--- src/fig_pkg.sv ---
`default_nettype none
// ----------------------------------------------------------------------------
// fig_pkg: shared types and constants of the information gain block
// Holds the default sizes, the fixed point constants and the request and
// response structs of the shared multiplier.
// ----------------------------------------------------------------------------
package fig_pkg;

    // Defaults of the top level parameters.
    localparam int DEF_TABLE_DEPTH = 1024;
    localparam int DEF_COUNT_WIDTH = 32;

    // Fixed widths of the datapath.
    localparam int KEY_W   = 32;
    localparam int OPND_W  = 64;
    localparam int PROD_W  = 128;
    localparam int FRAC_W  = 30;
    localparam int EXP_W   = 6;
    localparam int CLIP_LG = 40;
    localparam int GAIN_W  = 32;

    // ln(2) in unsigned Q0.32.
    localparam logic [31:0] LN2_Q32 = 32'hB172_17F7;

    // Request to the shared multiplier.
    typedef struct packed {
        logic              start;
        logic [OPND_W-1:0] a;
        logic [OPND_W-1:0] b;
    } mul_req_t;

    // Response of the shared multiplier.
    typedef struct packed {
        logic              done;
        logic [PROD_W-1:0] p;
    } mul_rsp_t;

endpackage
`default_nettype wire

--- src/fig_div.sv ---
`default_nettype none
// ----------------------------------------------------------------------------
// fig_div: bit-serial restoring divider
// Divides a 128-bit magnitude by the sample count, one quotient bit a cycle.
// ----------------------------------------------------------------------------
module fig_div
    import fig_pkg::*;
#(
    parameter int DEN_W = 33
) (
    input  wire logic              clk,
    input  wire logic              rst_n,
    input  wire logic              start,
    input  wire logic [PROD_W-1:0] num,
    input  wire logic [DEN_W-1:0]  den,
    output logic                   done,
    output logic      [PROD_W-1:0] quo
);

    logic              busy_reg;
    logic [6:0]        cnt_reg;
    logic              done_reg;
    logic [PROD_W-1:0] num_reg;
    logic [DEN_W-1:0]  den_reg;
    logic [DEN_W-1:0]  rem_reg;
    logic [DEN_W:0]    rem_sh;
    logic              ge;
    logic [DEN_W:0]    rem_new;

    // One restoring step; the quotient bit shifts in behind the dividend.
    always_comb
    begin
        rem_sh  = {rem_reg, num_reg[PROD_W-1]};
        ge      = rem_sh >= {1'b0, den_reg};
        rem_new = ge ? (rem_sh - {1'b0, den_reg}) : rem_sh;
    end

    always_ff @(posedge clk or negedge rst_n)
    begin
        if (!rst_n)
        begin
            busy_reg <= 1'b0;
            cnt_reg  <= '0;
            done_reg <= 1'b0;
        end
        else
        begin
            done_reg <= 1'b0;
            if (!busy_reg)
            begin
                if (start)
                begin
                    busy_reg <= 1'b1;
                    cnt_reg  <= '0;
                end
            end
            else
            begin
                cnt_reg <= cnt_reg + 7'd1;
                if (cnt_reg == 7'd127)
                begin
                    busy_reg <= 1'b0;
                    done_reg <= 1'b1;
                end
            end
        end
    end

    always_ff @(posedge clk)
    begin
        if (!busy_reg)
        begin
            if (start)
            begin
                num_reg <= num;
                den_reg <= den;
                rem_reg <= '0;
            end
        end
        else
        begin
            num_reg <= {num_reg[PROD_W-2:0], ge};
            rem_reg <= rem_new[DEN_W-1:0];
        end
    end

    assign done = done_reg;
    assign quo  = num_reg;

endmodule
`default_nettype wire

--- config.mk ---
export PLATFORM = sky130hd
export DESIGN_NAME = fig_div
export DESIGN_NICKNAME = d
export VERILOG_FILES = /design/src/fig_pkg.sv /design/src/fig_div.sv
export SDC_FILE = /design/constraint.sdc
export NUM_CORES = 1
export LEC_CHECK = 0
export BUFFER_PORTS_ARGS = -buffer_cell sky130_fd_sc_hd__buf_4
export CAP_MARGIN = 20
export CELL_PAD_IN_SITES_DETAIL_PLACEMENT = 1
export CELL_PAD_IN_SITES_GLOBAL_PLACEMENT = 1
export CORE_MARGIN = 1.5
export CORE_UTILIZATION = 40
export DETAILED_ROUTE_END_ITERATION = 6
export PLACE_DENSITY_LB_ADDON = 0.1
export SLEW_MARGIN = 20
export SYNTH_ARGS = -nofsm -noshare
export SYNTH_HDL_FRONTEND = slang
export SYNTH_SLANG_ARGS = --single-unit
--- constraint.sdc ---
create_clock -name clk -period 15.45 [get_ports clk]
set_input_delay 2.3175 -clock clk [delete_from_list [all_inputs] [get_ports clk]]
set_output_delay 2.3175 -clock clk [all_outputs]
set_load 0.05 [all_outputs]
### Yosys cells after proc, flatten, opt, wreduce, memory -nomap -nowiden

Index checks and enable logic that the tools add are counted.

* register bits: 203
* bits of input ports: 164
* output and inout bits: 129
* word-level logic and storage cells: 25

* add/subtract/negate cells: 2
* $lt $le $gt $ge: 1
* equality and inequality tests: 1
* mux-type cells: 12
* bitwise operators: 1
* reduce and logical (&&, ||, !) cells: 2

Operator list (number)
* two-way mux 128 bit: 2
* two-way mux 33 bit: 3
* greater-or-equal comparator 34 x 33 -> 1 bit: 1
* subtractor 33 bit: 1
* two-way mux 7 bit: 2
* adder 7 x 1 -> 7 bit (second input constant): 1
* equality test 7 bit (second input constant): 1
* two-way mux 1 bit: 5
* AND reduction 2 bit: 1
* nonzero test 2 bit: 1
* inverter 1 bit: 1

### Longest topological paths before layout

* depth after elaboration: 3
* gate-level depth with buffers: 15
* depth with buffers taken out: 12

### Least setup slack after synthesis

OpenSTA, ideal clock, no wires.

* path kind: in2reg
* start: input start
* end: register num_reg[0], in the netlist quo[0], enable pin
* setup time: 1340 ps
* data arrival time: 5050 ps
* required time: 14110 ps
* setup slack: 9060 ps
* stages: 2
* path buffers: 0
* cell sequence: inv_1 -> nand2_1

* longest elaborated chain between the ends: 1

RTL lines
* start: declaration: line fig_div.sv:13 `input wire logic start,`
* nonzero test 2 bit (no source line)
* end signal: assignment: line fig_div.sv:75 `num_reg <= num;`
* end signal: assignment: line fig_div.sv:82 `num_reg <= {num_reg[PROD_W-2:0], ge};`
* end: declaration: line fig_div.sv:23 `logic [PROD_W-1:0] num_reg;`

Every way passes these cells.
A chain may end at the register's enable or synchronous reset.

### Worst setup path in the final report

* start: register num_reg[127], in the netlist quo[127]
* end: register rem_reg[27], data pin

* longest elaborated chain between the ends: 3
* elaborated cells on any way between the ends: 4

RTL lines
* subtractor 33 bit / greater-or-equal comparator 34 x 33 -> 1 bit (equally long branches): line fig_div.sv:35, fig_div.sv:34
* two-way mux 33 bit *: line fig_div.sv:35 `rem_new = ge ? (rem_sh - {1'b0, den_reg}) : rem_sh;`
* two-way mux 33 bit *: line fig_div.sv:71 `if (!busy_reg)`
* end signal: assignment: line fig_div.sv:83 `rem_reg <= rem_new[DEN_W-1:0];`
* end: declaration: line fig_div.sv:25 `logic [DEN_W-1:0] rem_reg;`

Mark *: on every way between the ends. The rest lies on a longest branch, timed or not.

==> impl_metrics.json <==
{
  "status": "finished, final reports clean",
  "p_leak_nw": 5.86,
  "grt_antenna_before_repair": 3,
  "die_w_um": 163,
  "gp_congestion": 0.808,
  "synth.most_common_cell": "edfxtp_1",
  "drive_gt1_share_pct": 42.7,
  "synth_top_area_cell": "edfxtp_1",
  "path_clk_slew_ns": 0.06,
  "drtIter0Drc": 368,
  "syn-cell-area_mm2": 0.0103,
  "port_buffers": 292,
  "tightest_slew_ns": 1.03,
  "timing.rr.start": "quo[127]$_DFFE_PP_",
  "cts_hold_buf": 0,
  "placeableCoreArea_mm2": 0.0252,
  "rows": 58,
  "rsz0062_at_grt": "false",
  "cp.required_ns": 15.70,
  "clockBufferDepth": 3,
  "first_pass_iters": 4,
  "post-cts-setup-buffers": 0,
  "nNetsFinal": 1280,
  "grt_pass1_wl_mm": 43.8,
  "synth-seq-cells": 203,
  "crit_start": "quo[127]$_DFFE_PP_",
  "yosysWarnings": 0,
  "rrSetupSlack_ns": 11.27,
  "netlist_top_cells_count": "edfxtp_1 (194), mux2_2 (128), nand2_1 (73)",
  "finalMaxSlewViolations": 0,
  "syn-num-nets": 997,
  "syn_area_per_cell_um2": 12.9,
  "crit_type": "reg2reg",
  "drv_cap": 0,
  "vdd_drop_max_v": 0.000102,
  "cp_max_fo": 30,
  "dieArea_mm2": 0.0267,
  "place_area_mm2": 0.0128,
  "hold_viol": 0,
  "cts_made_buffers": 24,
  "power_w": 0.00218,
  "r2r_cells": 12,
  "htree_num_levels": 1,
  "design_area_mm2": 0.0135,
  "synth_top_area_share_pct": 56.6,
  "dp_hpwl_mm": 21.2,
  "viasPerCell": 5.27,
  "clk-insertion-delay-late_ns": 0.52,
  "grt_max_degree": 84,
  "cts_tree": "yes",
  "grt_remaining_overflow": 0,
  "async_flop_share_pct": 4.43,
  "finalCritPeriodShare_pct": 27.0,
  "hp-class": "reg2reg",
  "finClkSkew_ns": 0.0112,
  "grt.total_usage_pct": 21.2,
  "start_util_pct": 40.8,
  "boundaryPins": 293,
  "synth.distinct_cells": 62,
  "final.setup.tns_ns": 0,
  "fmax_ghz": 0.239,
  "vias": 7541,
  "syn_to_final_growth_pct": 31.6,
  "largest_reg_flops": 128,
  "whs_ns": 0.476,
  "setup_viol": 0,
  "p_per_area_mw_per_mm2": 161,
  "slew_headroom_pct": 31.3,
  "netlist_instances": 798,
  "yosys-top-cells-area": "edfxtp_1 (57%), mux2_2 (14%), ha_1 (4.1%), nand2_1 (2.7%), a21oi_1 (2.5%)",
  "period_minus_slack_ns": 4.18,
  "cts_root_buf": "clkbuf_16",
  "dieHeight_um": 163,
  "grt_pass1_vias": 8075,
  "cp-start-kind": "register",
  "drc": 0,
  "detail-route-antenna-nets": 0,
  "arrival_ns": 4.43,
  "synth.yosys.seq_area_share_pct": 58.8,
  "synth_flop_cell": "edfxtp_1",
  "min_path_cells": 1,
  "clock-sinks": 203,
  "min_to": "cnt_reg[6]$_DFFE_PN0P_",
  "min-delay-start": "cnt_reg[6]$_DFFE_PN0P_",
  "endpoint_kind": "register",
  "post_drt_wl_per_cell_um": 20.3,
  "synth_edf_count": 194,
  "wirelength_mm": 29.1,
  "reg2reg_to": "rem_reg[27]$_SDFFCE_PN0P_",
  "cts_resized": 0
}
## final cells by class
class | count | area [um2]
Timing Repair Buffer | 298 | 2240
Fill cell | 2571 | 11600
Sequential cell | 203 | 6050
Clock inverter | 8 | 98.8
Inverter | 41 | 154
Tap cell | 330 | 413
Clock buffer | 36 | 656
Antenna cell | 3 | 7.51
Multi-Input combinational cell | 513 | 3920
## worst max-delay path by stage
stage / to
2_1_floorplan: quo[0]$_DFFE_PP_
3_3_place_gp: quo[22]$_DFFE_PP_
3_5_place_dp: quo[24]$_DFFE_PP_
4_1_cts: rem_reg[27]$_SDFFCE_PN0P_
5_1_grt: rem_reg[27]$_SDFFCE_PN0P_
6_report: rem_reg[27]$_SDFFCE_PN0P_
## placed cells by master, fill, tap and decap left out, types with 3 or more instances in the layout
cell type    n
clkinv_2     3
nor2_1      27
dfrtp_1      8
ha_1        34
and2_1       4
xnor2_1     12
clkbuf_16   24
and3_1       6
o31ai_1      4
buf_4      298
diode_2      3
xor2_1      14
nor3_1       5
a211oi_1     7
o211ai_1     4
a21o_1      16
a31oi_1      4
or3_1        4
nand3_1     22
nand2_1     72
nor2b_1      3
clkbuf_1    11
o21bai_1     3
clkinv_1     3
nor4_1       3
o21ai_0     28
nand4_1     13
a21oi_1     52
inv_1       40
edfxtp_1   194
nand2b_1     5
mux2_2     128
## metal layers
layer / global-route usage, % / wire length, um / up-vias
li1: - / - / 3564
met1: 25.1 / 11500 / 3735
met2: 36.6 / 14700 / 207
met3: 7.06 / 2290 / 35
met4: 6.01 / 591 / 0
met5: 0 / 0 / -
## kinds of logic after synthesis
group,Yosys count,synth area share (%)
xor+xnor,26,2.21
fa+ha+maj,35,4.33
buf+inv,82,3.15
mux,129,14.1
flops,203,58.8
simple gates,174,7.96
compound gates,149,9.40
## metrics by stage
stage | worst slack [ns] | instances | util, %
floorplan | 9.06 | 798 | -
global placement | 11.28 | 1385 | 50.7
detailed placement | 11.24 | 1385 | 50.7
CTS | 11.27 | 1429 | 53.7
global route | 11.10 | 1432 | 53.8
finish | 11.27 | 1432 | 53.8
## worst max-delay path: stages, from the launching register on
cell	delay, ns
edfxtp_1	0.42
inv_1	0.09
ha_1	0.17
inv_1	0.06
fa_1	0.40
a21o_1	0.23
a221o_1	0.34
a21oi_2	0.23
o211ai_2	0.13
a31o_1	0.36
a21bo_1	0.59
and4_1	0.39
or4_1	0.51
## power by group
group          total [W]  switching, W  internal, W
Combinational   0.000845      0.000517     0.000327
Clock           0.000554      0.000228     0.000327
Sequential      0.000776     0.0000506     0.000726
Total            0.00218      0.000796      0.00138
(Power assumes the default switching activity.)
