===== config.mk =====
export PLATFORM = sky130hd
export DESIGN_NAME = fig_mul
export DESIGN_NICKNAME = d
export VERILOG_FILES = /design/src/fig_pkg.sv /design/src/fig_mul.sv
export SDC_FILE = /design/constraint.sdc
export NUM_CORES = 2
export LEC_CHECK = 0
export BUFFER_PORTS_ARGS = -buffer_cell sky130_fd_sc_hd__buf_2
export CAP_MARGIN = 10
export CORE_MARGIN = 4
export CORE_UTILIZATION = 50
export CTS_CLUSTER_DIAMETER = 150
export DETAILED_ROUTE_END_ITERATION = 10
export PLACE_DENSITY_LB_ADDON = 0.2
export SYNTH_ARGS = -nofsm -noshare
export SYNTH_HDL_FRONTEND = slang
export SYNTH_SLANG_ARGS = --single-unit

===== constraint.sdc =====
create_clock -name clk -period 24.3 [get_ports clk]
set_clock_uncertainty 0.1 [all_clocks]
set_input_delay 7.29 -clock clk [delete_from_list [all_inputs] [get_ports clk]]
set_output_delay 7.29 -clock clk [all_outputs]
set_load 0.005 [all_outputs]

===== src/fig_pkg.sv =====
`default_nettype none
// ----------------------------------------------------------------------------
// fig_pkg: shared types and constants of the information gain block
// Holds the default sizes, the fixed point constants and the request and
// response structs of the shared multiplier.
// ----------------------------------------------------------------------------
package fig_pkg;

    // Defaults of the top level parameters.
    localparam int DEF_TABLE_DEPTH = 1024;
    localparam int DEF_COUNT_WIDTH = 32;

    // Fixed widths of the datapath.
    localparam int KEY_W   = 32;
    localparam int OPND_W  = 64;
    localparam int PROD_W  = 128;
    localparam int FRAC_W  = 30;
    localparam int EXP_W   = 6;
    localparam int CLIP_LG = 40;
    localparam int GAIN_W  = 32;

    // ln(2) in unsigned Q0.32.
    localparam logic [31:0] LN2_Q32 = 32'hB172_17F7;

    // Request to the shared multiplier.
    typedef struct packed {
        logic              start;
        logic [OPND_W-1:0] a;
        logic [OPND_W-1:0] b;
    } mul_req_t;

    // Response of the shared multiplier.
    typedef struct packed {
        logic              done;
        logic [PROD_W-1:0] p;
    } mul_rsp_t;

endpackage
`default_nettype wire


===== src/fig_mul.sv =====
`default_nettype none
// ----------------------------------------------------------------------------
// fig_mul: shared 64 by 64 bit multiplier
// Builds the full product from four 32 by 32 bit partial products, one per
// cycle, with a register after the multiplier.
// ----------------------------------------------------------------------------
module fig_mul
    import fig_pkg::*;
(
    input  wire logic     clk,
    input  wire logic     rst_n,
    input  wire mul_req_t req,
    output mul_rsp_t      rsp
);

    logic              busy_reg;
    logic [2:0]        cnt_reg;
    logic [OPND_W-1:0] a_reg;
    logic [OPND_W-1:0] b_reg;
    logic [63:0]       pp_reg;
    logic [63:0]       pp_next;
    logic [PROD_W-1:0] acc_reg;
    logic [PROD_W-1:0] pp_shifted;
    logic              done_reg;
    logic [31:0]       a_half;
    logic [31:0]       b_half;

    // Operand halves for the partial product of this step.
    always_comb
    begin
        case (cnt_reg)
            3'd0:
            begin
                a_half = a_reg[31:0];
                b_half = b_reg[31:0];
            end
            3'd1:
            begin
                a_half = a_reg[31:0];
                b_half = b_reg[63:32];
            end
            3'd2:
            begin
                a_half = a_reg[63:32];
                b_half = b_reg[31:0];
            end
            default:
            begin
                a_half = a_reg[63:32];
                b_half = b_reg[63:32];
            end
        endcase
        pp_next = a_half * b_half;
    end

    // Alignment of the partial product computed in the previous step.
    always_comb
    begin
        case (cnt_reg)
            3'd1:    pp_shifted = PROD_W'(pp_reg);
            3'd2:    pp_shifted = PROD_W'(pp_reg) << 32;
            3'd3:    pp_shifted = PROD_W'(pp_reg) << 32;
            3'd4:    pp_shifted = PROD_W'(pp_reg) << 64;
            default: pp_shifted = '0;
        endcase
    end

    // Control.
    always_ff @(posedge clk or negedge rst_n)
    begin
        if (!rst_n)
        begin
            busy_reg <= 1'b0;
            cnt_reg  <= '0;
            done_reg <= 1'b0;
        end
        else
        begin
            done_reg <= 1'b0;
            if (!busy_reg)
            begin
                if (req.start)
                begin
                    busy_reg <= 1'b1;
                    cnt_reg  <= '0;
                end
            end
            else
            begin
                cnt_reg <= cnt_reg + 3'd1;
                if (cnt_reg == 3'd4)
                begin
                    busy_reg <= 1'b0;
                    done_reg <= 1'b1;
                end
            end
        end
    end

    // Datapath.
    always_ff @(posedge clk)
    begin
        if (!busy_reg)
        begin
            if (req.start)
            begin
                a_reg   <= req.a;
                b_reg   <= req.b;
                acc_reg <= '0;
            end
        end
        else
        begin
            pp_reg  <= pp_next;
            acc_reg <= acc_reg + pp_shifted;
        end
    end

    assign rsp.done = done_reg;
    assign rsp.p    = acc_reg;

endmodule
`default_nettype wire


Yosys cells after proc, flatten, opt, wreduce, memory -nomap -nowiden
Index checks and enable logic that the tools add are counted.
{ "word_totals": {"ff_bits": 325, "in_bits": 131, "output_inout_bits": 129, "elab_cells": 33} }
{ "op_classes": {"add_sub_neg": 2, "n_mul": 1, "n_eq_ne": 4, "mux": 12, "bitwise": 1, "reduce_logical": 6} }
{ "ops": {"columns": ["cell", "count"], "rows": [
  ["$pmux 128 s3", 1],
  ["$mux 128", 2],
  ["$add 128x128->128", 1],
  ["$mul 32x32->64", 1],
  ["$mux 32", 2],
  ["$eq 3x2->1 const B", 2],
  ["$mux 3", 2],
  ["$reduce_or 2->1", 3],
  ["$mux 1", 5],
  ["$add 3x1->3 const B", 1],
  ["$eq 3x1->1 const B", 1],
  ["$eq 3x3->1 const B", 1],
  ["$logic_not 3->1", 1],
  ["$reduce_and 2->1", 1],
  ["$reduce_bool 2->1", 1],
  ["$not 1->1", 1]
]} }

Logic depth before layout (Yosys ltp)
{ "depth": {"depth_word": 5, "ltp_mapped": 36, "depth_no_buf": 32} }

Worst setup path before layout
Ideal clock, no wire load.
{ "synth_timing": {"path_kind": "input-to-reg", "startpoint": "input port req[128] (netlist name)", "endpoint": "register a_reg[0] (enable)", "setup_ns": 0.629, "arrival_ns": 12.838, "required_ns": 23.571, "setup_slack_ns": 10.733, "cell_stages": 1, "n_path_buf": 0, "cell_sequence": "nor2b_1"} }
{ "synth_via": {"elab_chain_len": 1} }
{ "synth_lines": {"columns": ["item", "line", "text"], "rows": [
  ["from (decl)", "fig_mul.sv:12", "input wire mul_req_t req,"],
  ["$reduce_and 2->1 (no source line)", null, null],
  ["to (signal assigned)", "fig_mul.sv:107", "a_reg <= req.a;"],
  ["to (decl)", "fig_mul.sv:18", "logic [OPND_W-1:0] a_reg;"]
]} }
No other way between the ends.
A chain may end at the register's enable or synchronous reset.

Worst setup path after layout
{ "layout_timing": {"startpoint": "register cnt_reg[0]", "endpoint": "register pp_reg[56], data pin"} }
{ "layout_via": {"elab_chain_len": 4, "word_cells_on_any_way": 8, "cone_classes": "mul: 1; eq/ne: 2; mux: 2; reduce/logical: 3"} }
{ "layout_lines": {"columns": ["item", "line", "text"], "rows": [
  ["from (decl)", "fig_mul.sv:17", "logic [2:0] cnt_reg;"],
  ["from (signal assigned)", "fig_mul.sv:90", "cnt_reg <= cnt_reg + 3'd1;"],
  ["$eq 3x1->1, or another cell as far along", "fig_mul.sv:31", "case (cnt_reg)"],
  ["$reduce_or 2->1 (no source line)", null, null],
  ["$mux 32", "fig_mul.sv:31", null],
  ["$mul 32x32->64 *", "fig_mul.sv:53", "pp_next = a_half * b_half;"],
  ["via pp_next[56]", "fig_mul.sv:21", "logic [63:0] pp_next;"],
  ["to (signal assigned)", "fig_mul.sv:114", "pp_reg <= pp_next;"],
  ["to (decl)", "fig_mul.sv:20", "logic [63:0] pp_reg;"]
]} }
The timed path passes the listed nets; every way through them passes the cells marked *.

==> impl_metrics.env <==
export IMPL_htreeDepth=2
export IMPL_cts_tree="yes"
export IMPL_async_flop_share=0.01538
export IMPL_drt_iter0_markers=4259
export IMPL_post_cts_buffers=0
export IMPL_die_x_um=336.0
export IMPL_yosysTopAreaCellShare=0.3339
export IMPL_cp_num_buf_inv=4
export IMPL_wl_met1_mm=75.13
export IMPL_synth_area_leader_cell="fa_1"
export IMPL_drive_gt1_frac=0.09138
export IMPL_ant_nets=0
export IMPL_cp_common_cell="fa_1"
export IMPL_drv_cap=0
export IMPL_start_util=0.5031
export IMPL_worstPathArrival_ns=11.74
export IMPL_critical_path_class="reg2reg"
export IMPL_synth_edff_count=320
export IMPL_synth_warnings=0
export IMPL_dr_wl_met3_mm=20.63
export IMPL_nNetsFinal=7379
export IMPL_largest_reg_flops=128
export IMPL_setup_tns_ns=0
export IMPL_hold_viol=0
export IMPL_drt_pass1_iterations=7
export IMPL_cp_top_family="adder cells"
export IMPL_vias=44090
export IMPL_grt_ovfl_total=0
export IMPL_wl_per_cell_um=25.94
export IMPL_dp_slack_ns=13.10
export IMPL_maxSlewHeadroom=0.2134
export IMPL_drv_slew=0
export IMPL_core_area_um2=106900
export IMPL_portBuffers=259
export IMPL_rsz0062_at_grt="false"
export IMPL_clockBufferDepth=3
export IMPL_route_met2_wl_mm=83.01
export IMPL_hp_class="reg2reg"
export IMPL_status="finished clean"
export IMPL_hold_buffers=0
export IMPL_worstMarginPinSlew_ns=1.155
export IMPL_syn_num_nets=7301
export IMPL_die_h_um=336.0
export IMPL_hpwlAfterDp_mm=151.2
export IMPL_synth_avg_cell_area_um2=9.149
export IMPL_start_kind="flip-flop"
export IMPL_final_cell_mix="938 x inv_1, 897 x fa_1, 831 x nor2_1"
export IMPL_critical_path_peak_fanout=57
export IMPL_fin_util=0.5412
export IMPL_yosys_most_used_dff="edfxtp_1"
export IMPL_fp_dieArea_um2=112900
export IMPL_grt_pass1_wl_mm=284.6
export IMPL_ys_seq_area_frac=0.1810
export IMPL_clock_root_buffer="clkbuf_16"
export IMPL_required_ns=24.66
export IMPL_drc_errors=0
export IMPL_slowest_delay_ns=1.05
export IMPL_viasPerCell=5.962
export IMPL_ys_ff_latch=325
export IMPL_ys_top_cells_by_area="fa_1 33%, edfxtp_1 18%, ha_1 9.2%"
export IMPL_grt_use_total=0.3408
export IMPL_layout_setup_ws_ns=12.92
export IMPL_final_common_cell="inv_1"
export IMPL_row_count=120
export IMPL_grt_antenna_before_repair=5
export IMPL_path_clk_slew_ns=0.06
export IMPL_syn2layout_area_growth_pct=7.580
export IMPL_postSynthCellCount=5878
export IMPL_grt_max_degree=82
export IMPL_clk_latency_ns=0.65
export IMPL_layout_min_cycle_time_ns=11.38
export IMPL_crit_path_top_delay_cell="mux2i_4"
export IMPL_final_period_utilization=0.4682
export IMPL_syn_area_um2=53780
export IMPL_cts_made_buffers=41
export IMPL_cts_sinks=325
export IMPL_cts_resized=0
export IMPL_ys_types=88
export IMPL_grt_pass1_vias=45060
export IMPL_place_gp_congestion=0.9934
export IMPL_io_pins=260
export IMPL_max_freq_ghz=0.08789
export IMPL_end_kind="flip-flop"
export IMPL_routed_top_layer="met5"
export IMPL_setup_violations=0
export IMPL_drt_total_wl_mm=191.8
## kinds of logic after synthesis
group / after synthesis / share of synthesized area
compound gates: 875 / 0.1075
buf+inv: 1234 / 0.08650
xor+xnor: 157 / 0.02557
flops: 325 / 0.1810
mux: 142 / 0.02792
simple gates: 1853 / 0.1457
fa+ha+maj: 1292 / 0.4258
## layer usage
layer	vias to the layer above	global-route usage
met4	4	0.1803
li1	19120	-
met5	-	0
met3	567	0.08564
met1	21840	0.4463
met2	2559	0.5252
## metrics by stage
step                      area (um2)  hold slack [ns]  std cells
final                          57860           0.4900       7395
after global routing           57840           0.5209       7389
after CTS                      57830           0.4963       7388
after detailed placement       56520           0.4862       7315
after global placement         56520           0.4532       7315
after floorplan                53780           0.4150       5878
## synthesized netlist by cell type, drive strengths merged (25+ instances only)
cell,instances
and3,42
a21oi,275
nand3,37
nand2b,25
buf,28
edfxtp,320
inv,940
fa,897
o31ai,30
nor3,46
clkbuf,266
xor2,57
nor2,831
ha,395
nand4,85
o21bai,54
and2,63
a31oi,27
xnor2,100
o21a,25
o21ai,153
nand2,659
a22o,64
a21o,109
mux2,64
mux2i,78
## layout make-up
| type | count | area (um2) |
|---|---|---|
| multi-input combinational | 4319 | 39680 |
| antenna | 6 | 15.01 |
| tap | 1403 | 1755 |
| inverter | 940 | 3532 |
| clock inverter | 26 | 239.0 |
| timing repair buffer | 329 | 1828 |
| sequential | 325 | 9738 |
| fill | 9896 | 49050 |
| clock buffer | 47 | 1070 |
## final timing paths
path | from | end | slack, ns | depth (start not counted)
setup / recovery | cnt_reg[0] | pp_reg[56] | 12.92 | 27
hold / removal | cnt_reg[0] | cnt_reg[0] | 0.49 | 1
setup reg to reg | cnt_reg[0] | pp_reg[56] | 12.92 | 27
hold reg to reg | cnt_reg[0] | cnt_reg[0] | 0.49 | 1
max in group asynchronous | rst_n | busy_reg | 17.53 | 1
min in group asynchronous | rst_n | cnt_reg[2] | 6.39 | 1
Power is not shown: default switching activity piles up to over one toggle a cycle in this logic, so the estimate is an artifact.
