$ cat src/fig_pkg.sv
`default_nettype none
// ----------------------------------------------------------------------------
// fig_pkg: shared types and constants of the information gain block
// Holds the default sizes, the fixed point constants and the request and
// response structs of the shared multiplier.
// ----------------------------------------------------------------------------
package fig_pkg;

    // Defaults of the top level parameters.
    localparam int DEF_TABLE_DEPTH = 1024;
    localparam int DEF_COUNT_WIDTH = 32;

    // Fixed widths of the datapath.
    localparam int KEY_W   = 32;
    localparam int OPND_W  = 64;
    localparam int PROD_W  = 128;
    localparam int FRAC_W  = 30;
    localparam int EXP_W   = 6;
    localparam int CLIP_LG = 40;
    localparam int GAIN_W  = 32;

    // ln(2) in unsigned Q0.32.
    localparam logic [31:0] LN2_Q32 = 32'hB172_17F7;

    // Request to the shared multiplier.
    typedef struct packed {
        logic              start;
        logic [OPND_W-1:0] a;
        logic [OPND_W-1:0] b;
    } mul_req_t;

    // Response of the shared multiplier.
    typedef struct packed {
        logic              done;
        logic [PROD_W-1:0] p;
    } mul_rsp_t;

endpackage
`default_nettype wire

$ cat src/fig_xlog.sv
`default_nettype none
// ----------------------------------------------------------------------------
// fig_xlog: x times log2(x) sequencer
// Normalises x one bit a cycle, takes 30 fraction bits of log2 by repeated
// squaring on the shared multiplier, then multiplies x by the logarithm.
// ----------------------------------------------------------------------------
module fig_xlog
    import fig_pkg::*;
(
    input  wire logic              clk,
    input  wire logic              rst_n,
    input  wire logic              start,
    input  wire logic [OPND_W-1:0] x,
    output logic                   done,
    output logic      [PROD_W-1:0] t,
    output mul_req_t               mul_req,
    input  wire mul_rsp_t          mul_rsp
);

    localparam logic [1:0] X_IDLE = 2'd0;
    localparam logic [1:0] X_NORM = 2'd1;
    localparam logic [1:0] X_SQ   = 2'd2;
    localparam logic [1:0] X_TMUL = 2'd3;

    logic [1:0]        state_reg;
    logic [OPND_W-1:0] x_reg;
    logic [OPND_W-1:0] m_reg;
    logic [EXP_W-1:0]  e_reg;
    logic [FRAC_W-1:0] frac_reg;
    logic [4:0]        cnt_reg;
    logic              req_start_reg;
    logic [OPND_W-1:0] req_a_reg;
    logic [OPND_W-1:0] req_b_reg;
    logic [PROD_W-1:0] t_reg;
    logic              done_reg;
    logic [OPND_W-1:0] sq;
    logic [OPND_W-1:0] m_next;
    logic [FRAC_W-1:0] frac_next;

    // One squaring step: keep bits 125..62 of the square, take one bit.
    always_comb
    begin
        sq        = mul_rsp.p[125:62];
        frac_next = {frac_reg[FRAC_W-2:0], sq[63]};
        m_next    = sq[63] ? (sq >> 1) : sq;
    end

    always_ff @(posedge clk or negedge rst_n)
    begin
        if (!rst_n)
        begin
            state_reg     <= X_IDLE;
            req_start_reg <= 1'b0;
            done_reg      <= 1'b0;
        end
        else
        begin
            req_start_reg <= 1'b0;
            done_reg      <= 1'b0;
            case (state_reg)
                X_IDLE:
                begin
                    if (start)
                    begin
                        if (x <= OPND_W'(1))
                        begin
                            done_reg <= 1'b1;
                        end
                        else
                        begin
                            state_reg <= X_NORM;
                        end
                    end
                end
                X_NORM:
                begin
                    if (m_reg[62])
                    begin
                        req_start_reg <= 1'b1;
                        state_reg     <= X_SQ;
                    end
                end
                X_SQ:
                begin
                    if (mul_rsp.done)
                    begin
                        req_start_reg <= 1'b1;
                        if (cnt_reg == 5'd29)
                        begin
                            state_reg <= X_TMUL;
                        end
                    end
                end
                X_TMUL:
                begin
                    if (mul_rsp.done)
                    begin
                        done_reg  <= 1'b1;
                        state_reg <= X_IDLE;
                    end
                end
                default:
                begin
                    state_reg <= X_IDLE;
                end
            endcase
        end
    end

    // Datapath registers.
    always_ff @(posedge clk)
    begin
        case (state_reg)
            X_IDLE:
            begin
                if (start)
                begin
                    x_reg    <= x;
                    m_reg    <= x;
                    e_reg    <= EXP_W'(62);
                    frac_reg <= '0;
                    cnt_reg  <= '0;
                    t_reg    <= '0;
                end
            end
            X_NORM:
            begin
                if (m_reg[62])
                begin
                    req_a_reg <= m_reg;
                    req_b_reg <= m_reg;
                end
                else
                begin
                    m_reg <= m_reg << 1;
                    e_reg <= e_reg - EXP_W'(1);
                end
            end
            X_SQ:
            begin
                if (mul_rsp.done)
                begin
                    m_reg    <= m_next;
                    frac_reg <= frac_next;
                    cnt_reg  <= cnt_reg + 5'd1;
                    if (cnt_reg == 5'd29)
                    begin
                        req_a_reg <= x_reg;
                        req_b_reg <= OPND_W'({e_reg, frac_next});
                    end
                    else
                    begin
                        req_a_reg <= m_next;
                        req_b_reg <= m_next;
                    end
                end
            end
            X_TMUL:
            begin
                if (mul_rsp.done)
                begin
                    t_reg <= mul_rsp.p;
                end
            end
            default:
            begin
            end
        endcase
    end

    assign mul_req.start = req_start_reg;
    assign mul_req.a     = req_a_reg;
    assign mul_req.b     = req_b_reg;
    assign done          = done_reg;
    assign t             = t_reg;

endmodule
`default_nettype wire

$ cat config.mk
export PLATFORM = sky130hd
export DESIGN_NAME = fig_xlog
export DESIGN_NICKNAME = d
export VERILOG_FILES = /design/src/fig_pkg.sv /design/src/fig_xlog.sv
export SDC_FILE = /design/constraint.sdc
export NUM_CORES = 1
export LEC_CHECK = 0
export BUFFER_PORTS_ARGS = -buffer_cell sky130_fd_sc_hd__buf_2
export CAP_MARGIN = 30
export CORE_ASPECT_RATIO = 0.8
export CORE_MARGIN = 3
export CORE_UTILIZATION = 48
export CTS_CLUSTER_SIZE = 40
export DETAILED_ROUTE_END_ITERATION = 6
export PLACE_DENSITY = 0.72
export SYNTH_ARGS = -nofsm -noshare
export SYNTH_HDL_FRONTEND = slang
export SYNTH_SLANG_ARGS = --single-unit
$ cat constraint.sdc
create_clock -name clk -period 11.6 [get_ports clk]
set_input_delay 0.58 -clock clk [delete_from_list [all_inputs] [get_ports clk]]
set_output_delay 0.58 -clock clk [all_outputs]
set_load 0.03 [all_outputs]
Word level (Yosys, flattened, before mapping)

Cells that the tools add are included.

$add $sub $neg: 2
Reduce and logical (&&, ||, !) cells: 14
Mux-type cells: 37
Equal/unequal tests: 11
$lt $le $gt $ge: 1

Operator list:

| operator              | number |
|---|---|
| $mux W64              | 7 |
| $mux W128             | 2 |
| $pmux W128 S2         | 1 |
| $pmux W64 S2          | 2 |
| $pmux W64 S3          | 1 |
| $mux W63              | 2 |
| $le A64 B1 Y1 const B | 1 |
| $mux W29              | 2 |
| $pmux W29 S2          | 1 |
| $reduce_and A3 Y1     | 5 |
| $ne A2 B2 Y1 const B  | 7 |
| $mux W2               | 6 |
| $mux W6               | 2 |
| $pmux W6 S2           | 1 |
| $mux W5               | 2 |
| $pmux W5 S2           | 1 |
| $pmux W2 S4           | 1 |
| $reduce_bool A2 Y1    | 4 |
| $reduce_and A6 Y1     | 1 |
| $sub A6 B1 Y6 const B | 1 |
| $add A5 B1 Y5 const B | 1 |
| $eq A5 B5 Y1 const B  | 1 |
| $eq A2 B2 Y1 const B  | 2 |
| $mux W1               | 4 |
| 6 further kinds       | 7 |

Register bits after elaboration: 428
Input port bits: 196
Word-level logic and storage cells: 77
Output and inout bits: 258

Logic depth before layout (Yosys ltp)

Gate-level depths: netlist (run 1).

Depth after elaboration: 4
Gate-level depth with buffers: 8
Gate-level depth less buffers: 7

Worst setup path before layout (run 1)

No wires, ideal clock.

Kind: flip-flop to flip-flop
From: register state_reg[0]
To: register req_a_reg[0] (enable)
Setup slack: 0.831 ns
Arrival: 9.997 ns
Data required time: 10.828 ns
Setup time: 0.772 ns
Stages on the path, launching flop included: 8
Period minus slack after synthesis: 10.769 ns
Buffers on the path: 3
Cell sequence: dfrtp_1 inv_1 ha_1 buf_2 clkbuf_1 clkbuf_1 nor2_1 nor3_1

Cells in the longest elaborated chain, start to end: 3
Elaborated cells on any way between the ends: 6
Classes of those cells: 4 x eq/ne; 2 x reduce/logical

RTL lines:

| element                                                             | line            | source |
|---|---|---|
| start, declared                                                     | fig_xlog.sv:25  | `logic [1:0] state_reg;` |
| start signal, assigned                                              | fig_xlog.sv:52  | `state_reg <= X_IDLE;` |
| start signal, assigned                                              | fig_xlog.sv:71  | `state_reg <= X_NORM;` |
| start signal, assigned                                              | fig_xlog.sv:80  | `state_reg <= X_SQ;` |
| $eq A2 B1 Y1 or $eq A2 B2 Y1 (tied branches)                        | fig_xlog.sv:113 | `case (state_reg)` |
| $ne A2 B2 Y1 (no source line) or $reduce_bool A2 Y1 (tied branches) | --              |  |
| $reduce_and A3 Y1 (no source line) *                                | --              |  |
| end signal, assigned                                                | fig_xlog.sv:130 | `req_a_reg <= m_reg;` |
| end signal, assigned                                                | fig_xlog.sv:148 | `req_a_reg <= x_reg;` |
| end signal, assigned                                                | fig_xlog.sv:153 | `req_a_reg <= m_next;` |
| end, declared                                                       | fig_xlog.sv:32  | `logic [OPND_W-1:0] req_a_reg;` |

Mark *: on every way between the ends. The rest lies on a longest branch, timed or not.
A chain may end at the register's enable or synchronous reset.

Final worst setup path (run 1)

From: register state_reg[1]
To: register t_reg[7] (netlist: t[7]) (enable)

Cells in the longest elaborated chain, start to end: 3
Elaborated cells on any way between the ends: 6
Classes of those cells: 3 x eq/ne; 3 x reduce/logical

RTL lines:

| element                                                             | line            | source |
|---|---|---|
| $eq A2 B2 Y1 or $logic_not A2 Y1 (tied branches)                    | fig_xlog.sv:113 |  |
| $ne A2 B2 Y1 (no source line) or $reduce_bool A2 Y1 (tied branches) | --              |  |
| $reduce_and A3 Y1 (no source line) *                                | --              |  |
| end signal, assigned                                                | fig_xlog.sv:162 | `t_reg <= mul_rsp.p;` |
| end, declared                                                       | fig_xlog.sv:34  | `logic [PROD_W-1:0] t_reg;` |

Marks and branches as above.

==> metrics, run 1 <==
worst skew pair latency=550 ps; GR Overflow Total=0; gr usage total=25.5%; count of input and output buffers=around 450; final worst slack=roughly 7800 ps; Post-DP Area=0.0208 mm²; Peak Freq=266 MHz; DIE AREA=approximately 0.040 mm²; Yosys reg bits=428; RR Startpoint=state_reg[1]; Reg2Reg Setup Slack=7840 ps; post-synthesis simple-gate area fraction=10.6%; fin nets=1977; hold path cells=1; Worst setup SP type=flip-flop; post-synthesis xor/xnor area fraction=0.340%; gpl congestion=~0.86; vias in the first global route=12200; post-synthesis net count=1538; Die Width=around 220 µm; hold endpoint=x_reg[19]; post-synthesis compound-gate area fraction=9.52%; CTS Buf Count=43; Synth cell types=35; num rows=just over 60; placed instance count=2206; outcome=finished clean; RSZ-0062 raised after global routing=no; pin count of the biggest net entering global routing=73; syn avg cell area=about 14 µm²; Crit Path Class=reg2reg; Finished Core Util=between 60% and 70%; GR Layer Usage met2=40.3%; Post-synth top cells=edfxtp_1 (424), o21ai_0 (200), and2_1 (159); Layout area overhead=23.2%; proportion of synthesized area in mux cells=4.01%; synthesized area=between 0.015 and 0.02 mm²; Rel. slew slack=35.9%; first-pass GRT wire length=76.7 mm; Routed WL=around 53 mm; vias per inst=5.54; sequential share of the synthesized area=between 70% and 80%; most frequent cell after synthesis=edfxtp_1; Worst-Margin Slew=962 ps; Initial DRT Pass Iterations=5; Setup WS pre-CTS=just under 8000 ps; chip height=179 µm; origin of the worst min-delay path=x[19]; pwr/cell area=342 mW/mm²; Post-synth ARST share=less than 1%; setup TNS=0 ps; crit path max fanout=61; setup violators final=0; worst-case clock buffer depth=3; Main synth FF type=edfxtp_1; max-slew violations=0; Yosys warnings=0; Remaining DRCs=0; Yosys top cell area share=a little over two thirds; Largest register FFs=128; Synth Area in Adders=0.556%; TritonCTS clock tree=yes; Pwr Total=7.60 mW; Worst Reg-to-Reg Cells=6; final instance area=~0.022 mm²; Non-Filler Instances=2287; layout cell share with drive strength beyond 1=34.0%; Final Hold Vio Count=0; met1 usage=35.6%; Core ar.=approximately 0.036 mm²; crit share post-route=between 30 and 40%; cells after synthesis=1334; filler instances=2895; CTS root buf=clkbuf_16; CP required=11780 ps; detailed placer's ending HPWL=between 30 and 40 mm; final worst path period need=between 3000 and 4000 ps; FF-to-FF End=t[7]; Clock Skew=~16 ps; worst hold-check path type=in2reg; Worst setup EP type=flip-flop; Reg clk slew, reported paths=60 ps; iteration-0 DRC count of the detailed router=1217; total clock sinks=428; max-cap violations=0; Vias=about 13000; GR Util met3=5.71%; Final ANT Viol Nets=0; synth top area cells=edfxtp_1 (71%), o21ai_0 (5.6%), and2_1 (5.5%), mux2_2 (3.8%), a22oi_1 (2.6%); Yosys top cell by area=edfxtp_1; initial antenna violation count=9; crit path launch=state_reg[1]; Post-CTS Resized=0; critical path data arrival time=3940 ps; num ports=~450; Initial Utilization=about half; H-tree depth=2; VDD IR-drop max=0.210 mV; WHS=between 200 and 250 ps; EDFF count, synth=424; Leak=around 9 nW; busiest grt layer=met2; routed len/inst=about 23 µm; largest family of logic cells by synthesized area=simple AND/OR/NAND/NOR gates
## cells by family (layout without fill, tap and decap cells)
logic type / Yosys count / in the layout
AOI/OAI and AO/OA: 296 / 296
xor gates and xnor gates: 7 / 7
adders and majority gates: 8 / 8
buffers and inverters: 174 / 646
DFF: 428 / 428
muxes: 64 / 64
other: 0 / 1
and+or+nand+nor: 357 / 357
## worst max-delay path by stage
stage / to / cells after the start
after CTS: t[83] / 6
after global placement: t[83] / 6
after global routing: t[83] / 6
after detailed placement: t[83] / 6
after floorplan: req_a_reg[0] / 7
final: t[7] / 6
## critical path: stages (launching register included)
cell and delay, ps:
dfrtp_1 460, ha_4 170, buf_4 500, nor2_1 150
nor2_4 640, buf_4 640, buf_4 720
## cell type report
| type | count | area (µm²) | share of cell area (%) |
|---|---|---|---|
| clock buffers | 55 | 1190 | 5.38 |
| well taps | 480 | 601 | 2.71 |
| multi-input cells | 732 | 4570 | 20.6 |
| inverters | 95 | 357 | 1.61 |
| repair buffers | 473 | 2490 | 11.2 |
| flip-flops and latches | 428 | 12800 | 57.8 |
| clock inverters | 23 | 155 | 0.699 |
| diodes | 1 | 2.50 | 0.0113 |
## placed cells by master, fill, tap and decap left out, types with 3 or more instances in the layout
cell type	instances
a21o_1	28
a22oi_1	63
and2_1	157
buf_2	452
buf_4	16
clkbuf_1	7
clkbuf_16	45
clkbuf_8	3
clkinv_1	10
clkinv_2	10
dfrtp_1	4
edfxtp_1	424
ha_1	5
inv_1	94
mux2_2	61
nand2_1	46
nand3_1	28
nand4_1	5
nor2_1	88
nor2b_1	5
nor4_1	11
nor4_2	6
o21ai_0	200
xnor2_1	3
xor2_1	4
## power breakdown
group	switching (mW)	internal, mW
clock	0.584	0.769
combinational	2.34	0.759
sequential	0.269	2.88
total	3.19	4.41
## per-layer routing
metal	wire length, µm	vias to the layer above
li1	-	5714
met1	21700	6146
met2	24400	681
met3	4890	113
met4	1600	14
met5	86	-
## repair_timing
item	in CTS	in global routing
endpoints found under the setup margin	0	0
hold endpoints to repair	4	0
setup buffers	0	0
hold buffers	1	0
No activity file was read; power rests on OpenSTA's default activity.
==> run 2: changes to the inputs <==
--- a/config.mk
+++ b/config.mk
@@ -5,6 +5,7 @@
 export SDC_FILE = /design/constraint.sdc
 export NUM_CORES = 1
 export LEC_CHECK = 0
+export ABC_AREA = 1
 export BUFFER_PORTS_ARGS = -buffer_cell sky130_fd_sc_hd__buf_2
 export CAP_MARGIN = 30
 export CORE_ASPECT_RATIO = 0.8
@@ -12,7 +13,7 @@
 export CORE_UTILIZATION = 48
 export CTS_CLUSTER_SIZE = 40
 export DETAILED_ROUTE_END_ITERATION = 6
-export PLACE_DENSITY = 0.72
+export PLACE_DENSITY = 0.69
 export SYNTH_ARGS = -nofsm -noshare
 export SYNTH_HDL_FRONTEND = slang
 export SYNTH_SLANG_ARGS = --single-unit
==> constraint.sdc (replaced) <==
create_clock -name clk -period 3.91 [get_ports clk]
set_input_delay 0.1955 -clock clk [delete_from_list [all_inputs] [get_ports clk]]
set_output_delay 0.1955 -clock clk [all_outputs]
set_load 0.03 [all_outputs]
==> run 2 against run 1 <==
Critical path depth increased by 1. Die area increased by 2.2%. Flip-flop and latch count unchanged. Final area increased by 10%. Wire length increased by 13%.
==> metrics, run 2 <==
Setup Buffers After CTS=0 (unchanged); num ports=454 (unchanged); Initial DRT Pass Iterations=6 (+1); most used cell, CP=inv_2; Yosys warnings=0 (unchanged); CP required=4210 ps (-7570 ps); Yosys top cell by area=edfxtp_1; hold path cells=3 (+2); Initial Utilization=49.2% (-0.19 points); gr usage total=28.5% (+3.0 points); origin of the worst min-delay path=mul_rsp[124]; chip height=181 µm (+1.1%); VDD IR-drop max=0.750 mV (+260%); iteration-0 DRC count of the detailed router=1586 (+30%); first-pass GRT wire length=88.5 mm (+15%); Post-CTS Resized=0 (unchanged); RR Startpoint=state_reg[0]; vias per inst=5.30 (-4.3%); final worst slack=876 ps (-6960 ps); multi-input gate area in the final layout=0.00441 mm² (-3.4%); crit share post-route=77.6% (+45 points); num rows=63 (+1.6%); Die Width=225 µm (+1.1%); CTS Buf Count=44 (+2.3%); critical path's largest stage delay=580 ps (-140 ps); Largest register FFs=128 (unchanged); EDFF count, synth=424 (unchanged); Routed WL=59.3 mm (+13%); initial antenna violation count=2 (-7); worst path bufs/invs=3 (unchanged); gpl congestion=0.841 (-1.8%); routed len/inst=21.1 µm (-8.2%); Final Hold Vio Count=0 (unchanged); setup TNS=0 ps (unchanged); max-slew violations=0 (unchanged); Main synth FF type=edfxtp_1; Setup WS pre-CTS=874 ps (-6860 ps); crit path launch=state_reg[0]; Post-synth top cells=nand2_1 (546), edfxtp_1 (424), inv_1 (226); syn avg cell area=11.2 µm² (-17%); RSZ-0062 raised after global routing=no; Worst setup SP type=flip-flop; Yosys reg bits=428 (unchanged); pwr/cell area=945 mW/mm² (+180%); CP max-delay cell=inv_2; most common cell after layout, fill and taps aside=nand2_1; worst-case clock buffer depth=3 (unchanged); filler instances=2881 (-0.48%); Final ANT Viol Nets=0 (unchanged); Peak Freq=330 MHz (+24%); met1 usage=38.7% (+3.1 points); H-tree depth=2 (unchanged); CP delay by family, top=buffers and inverters; Core ar.=0.0374 mm² (+2.7%); synthesized area=0.0184 mm² (+2.3%); Worst-Margin Slew=944 ps (-17.9 ps); synth top area cells=edfxtp_1 (69%), nand2_1 (11%), inv_1 (4.6%), nand3_1 (2.6%), o211ai_2 (1.4%); vias in the first global route=14800 (+21%); flip-flop and latch area=0.0128 mm² (unchanged); Vias=14900 (+17%); Worst Reg-to-Reg Cells=7 (+1); Worst setup EP type=flip-flop; worst hold-check path type=in2reg; Synth cell types=36 (+2.9%); fin nets=2486 (+26%); total clock sinks=428 (unchanged); crit path max fanout=33 (-46%); Crit Path Class=reg2reg; post-synthesis net count=1855 (+21%); GR Layer Usage met2=46.2% (+5.9 points); Worst path depth=7 (+1); layout cell share with drive strength beyond 1=26.4% (-7.6 points); most frequent cell after synthesis=nand2_1; critical path data arrival time=3330 ps (-610 ps); busiest grt layer=met2; TritonCTS clock tree=yes; Layout area overhead=32.6%; GR Overflow Total=0 (unchanged); commonest cells after routing, fill and taps aside=nand2_1 (545), buf_2 (453), edfxtp_1 (424); DIE AREA=0.0408 mm² (+2.2%); Post-synth ARST share=0.935% (unchanged); sequential share of the synthesized area=69.6% (-1.6 points); CTS root buf=clkbuf_16; Clock Skew=10.9 ps (-5.04 ps); pin count of the biggest net entering global routing=129 (+77%); GR Util met3=6.14% (+0.43 points); Rel. slew slack=37.1% (+1.2 points); count of input and output buffers=453 (unchanged); Yosys top cell area share=69.1% (-1.6 points); worst skew pair latency=550 ps (about the same); detailed placer's ending HPWL=38.3 mm (+4.7%); final worst path period need=3030 ps (-729 ps); setup violators final=0 (unchanged); max-cap violations=0 (unchanged); Leak=11.3 nW (+25%); Remaining DRCs=0 (unchanged); Reg clk slew, reported paths=60 ps (about the same); outcome=finished clean; CP Cell Sequence=inv_1 -> ha_4 -> inv_2 -> nor2_4 -> inv_2 -> o21ai_0 -> a31o_2; cells after synthesis=1651 (+24%); WHS=26.1 ps (-214 ps)
## run 2: layout make-up
class,instances,share of cell area [%]
timing repair buffer,667,18.0
sequential,428,52.5
inverter,231,3.59
multi-input combinational,910,18.1
clock inverter,21,0.497
tap,487,2.49
clock buffer,57,4.79
antenna,2,0.0205
## run 2: power by group
group          switching, mW  internal (mW)
clock network           1.75           2.17
logic                   7.44           2.43
registers              0.820           8.49
## run 2: path summary, 6_finish.rpt
| path | end | slack [ps] |
|---|---|---|
| min | t[124] | 30 |
| min in group asynchronous | req_start_reg | 610 |
| max reg2reg | req_a_reg[60] | 880 |
| max | req_a_reg[60] | 880 |
| max in group asynchronous | state_reg[1] | 3090 |
| min reg2reg | frac_reg[4] | 530 |
## run 2: logic make-up after synthesis
logic type	after synthesis	synth area share (%)
flops	428	69.6
xor+xnor	3	0.143
simple gates	724	15.8
mux	6	0.326
buf+inv	313	6.84
fa+ha+maj	8	0.543
compound gates	169	6.73
## run 2: worst min-delay path, cell delays in order
cell and delay (ps):
buf_2 160, nand2_1 70, inv_1 50
## run 2: routing by layer
metal | wire, µm | vias to the layer above
met5 | 0 | -
met4 | 2010 | 0
met3 | 5880 | 126
met2 | 27600 | 838
met1 | 23800 | 7104
li1 | - | 6787
## run 2: what timing repair did
action	4_1_cts	5_1_grt
endpoints found under the hold margin	225	0
hold buffers	193	0
endpoints found under the setup margin	0	0
## run 2: metrics by stage
stage / power, mW / std cells / utilization (%) / instance area, µm²
floorplan: 15.8 / 1651 / - / 18500
global placement: 18.8 / 2529 / 56.5 / 21200
detailed placement: 19.0 / 2529 / 56.5 / 21200
CTS: 23.1 / 2800 / 65.2 / 24400
global route: 24.2 / 2803 / 65.2 / 24400
finish: 23.1 / 2803 / 65.2 / 24400
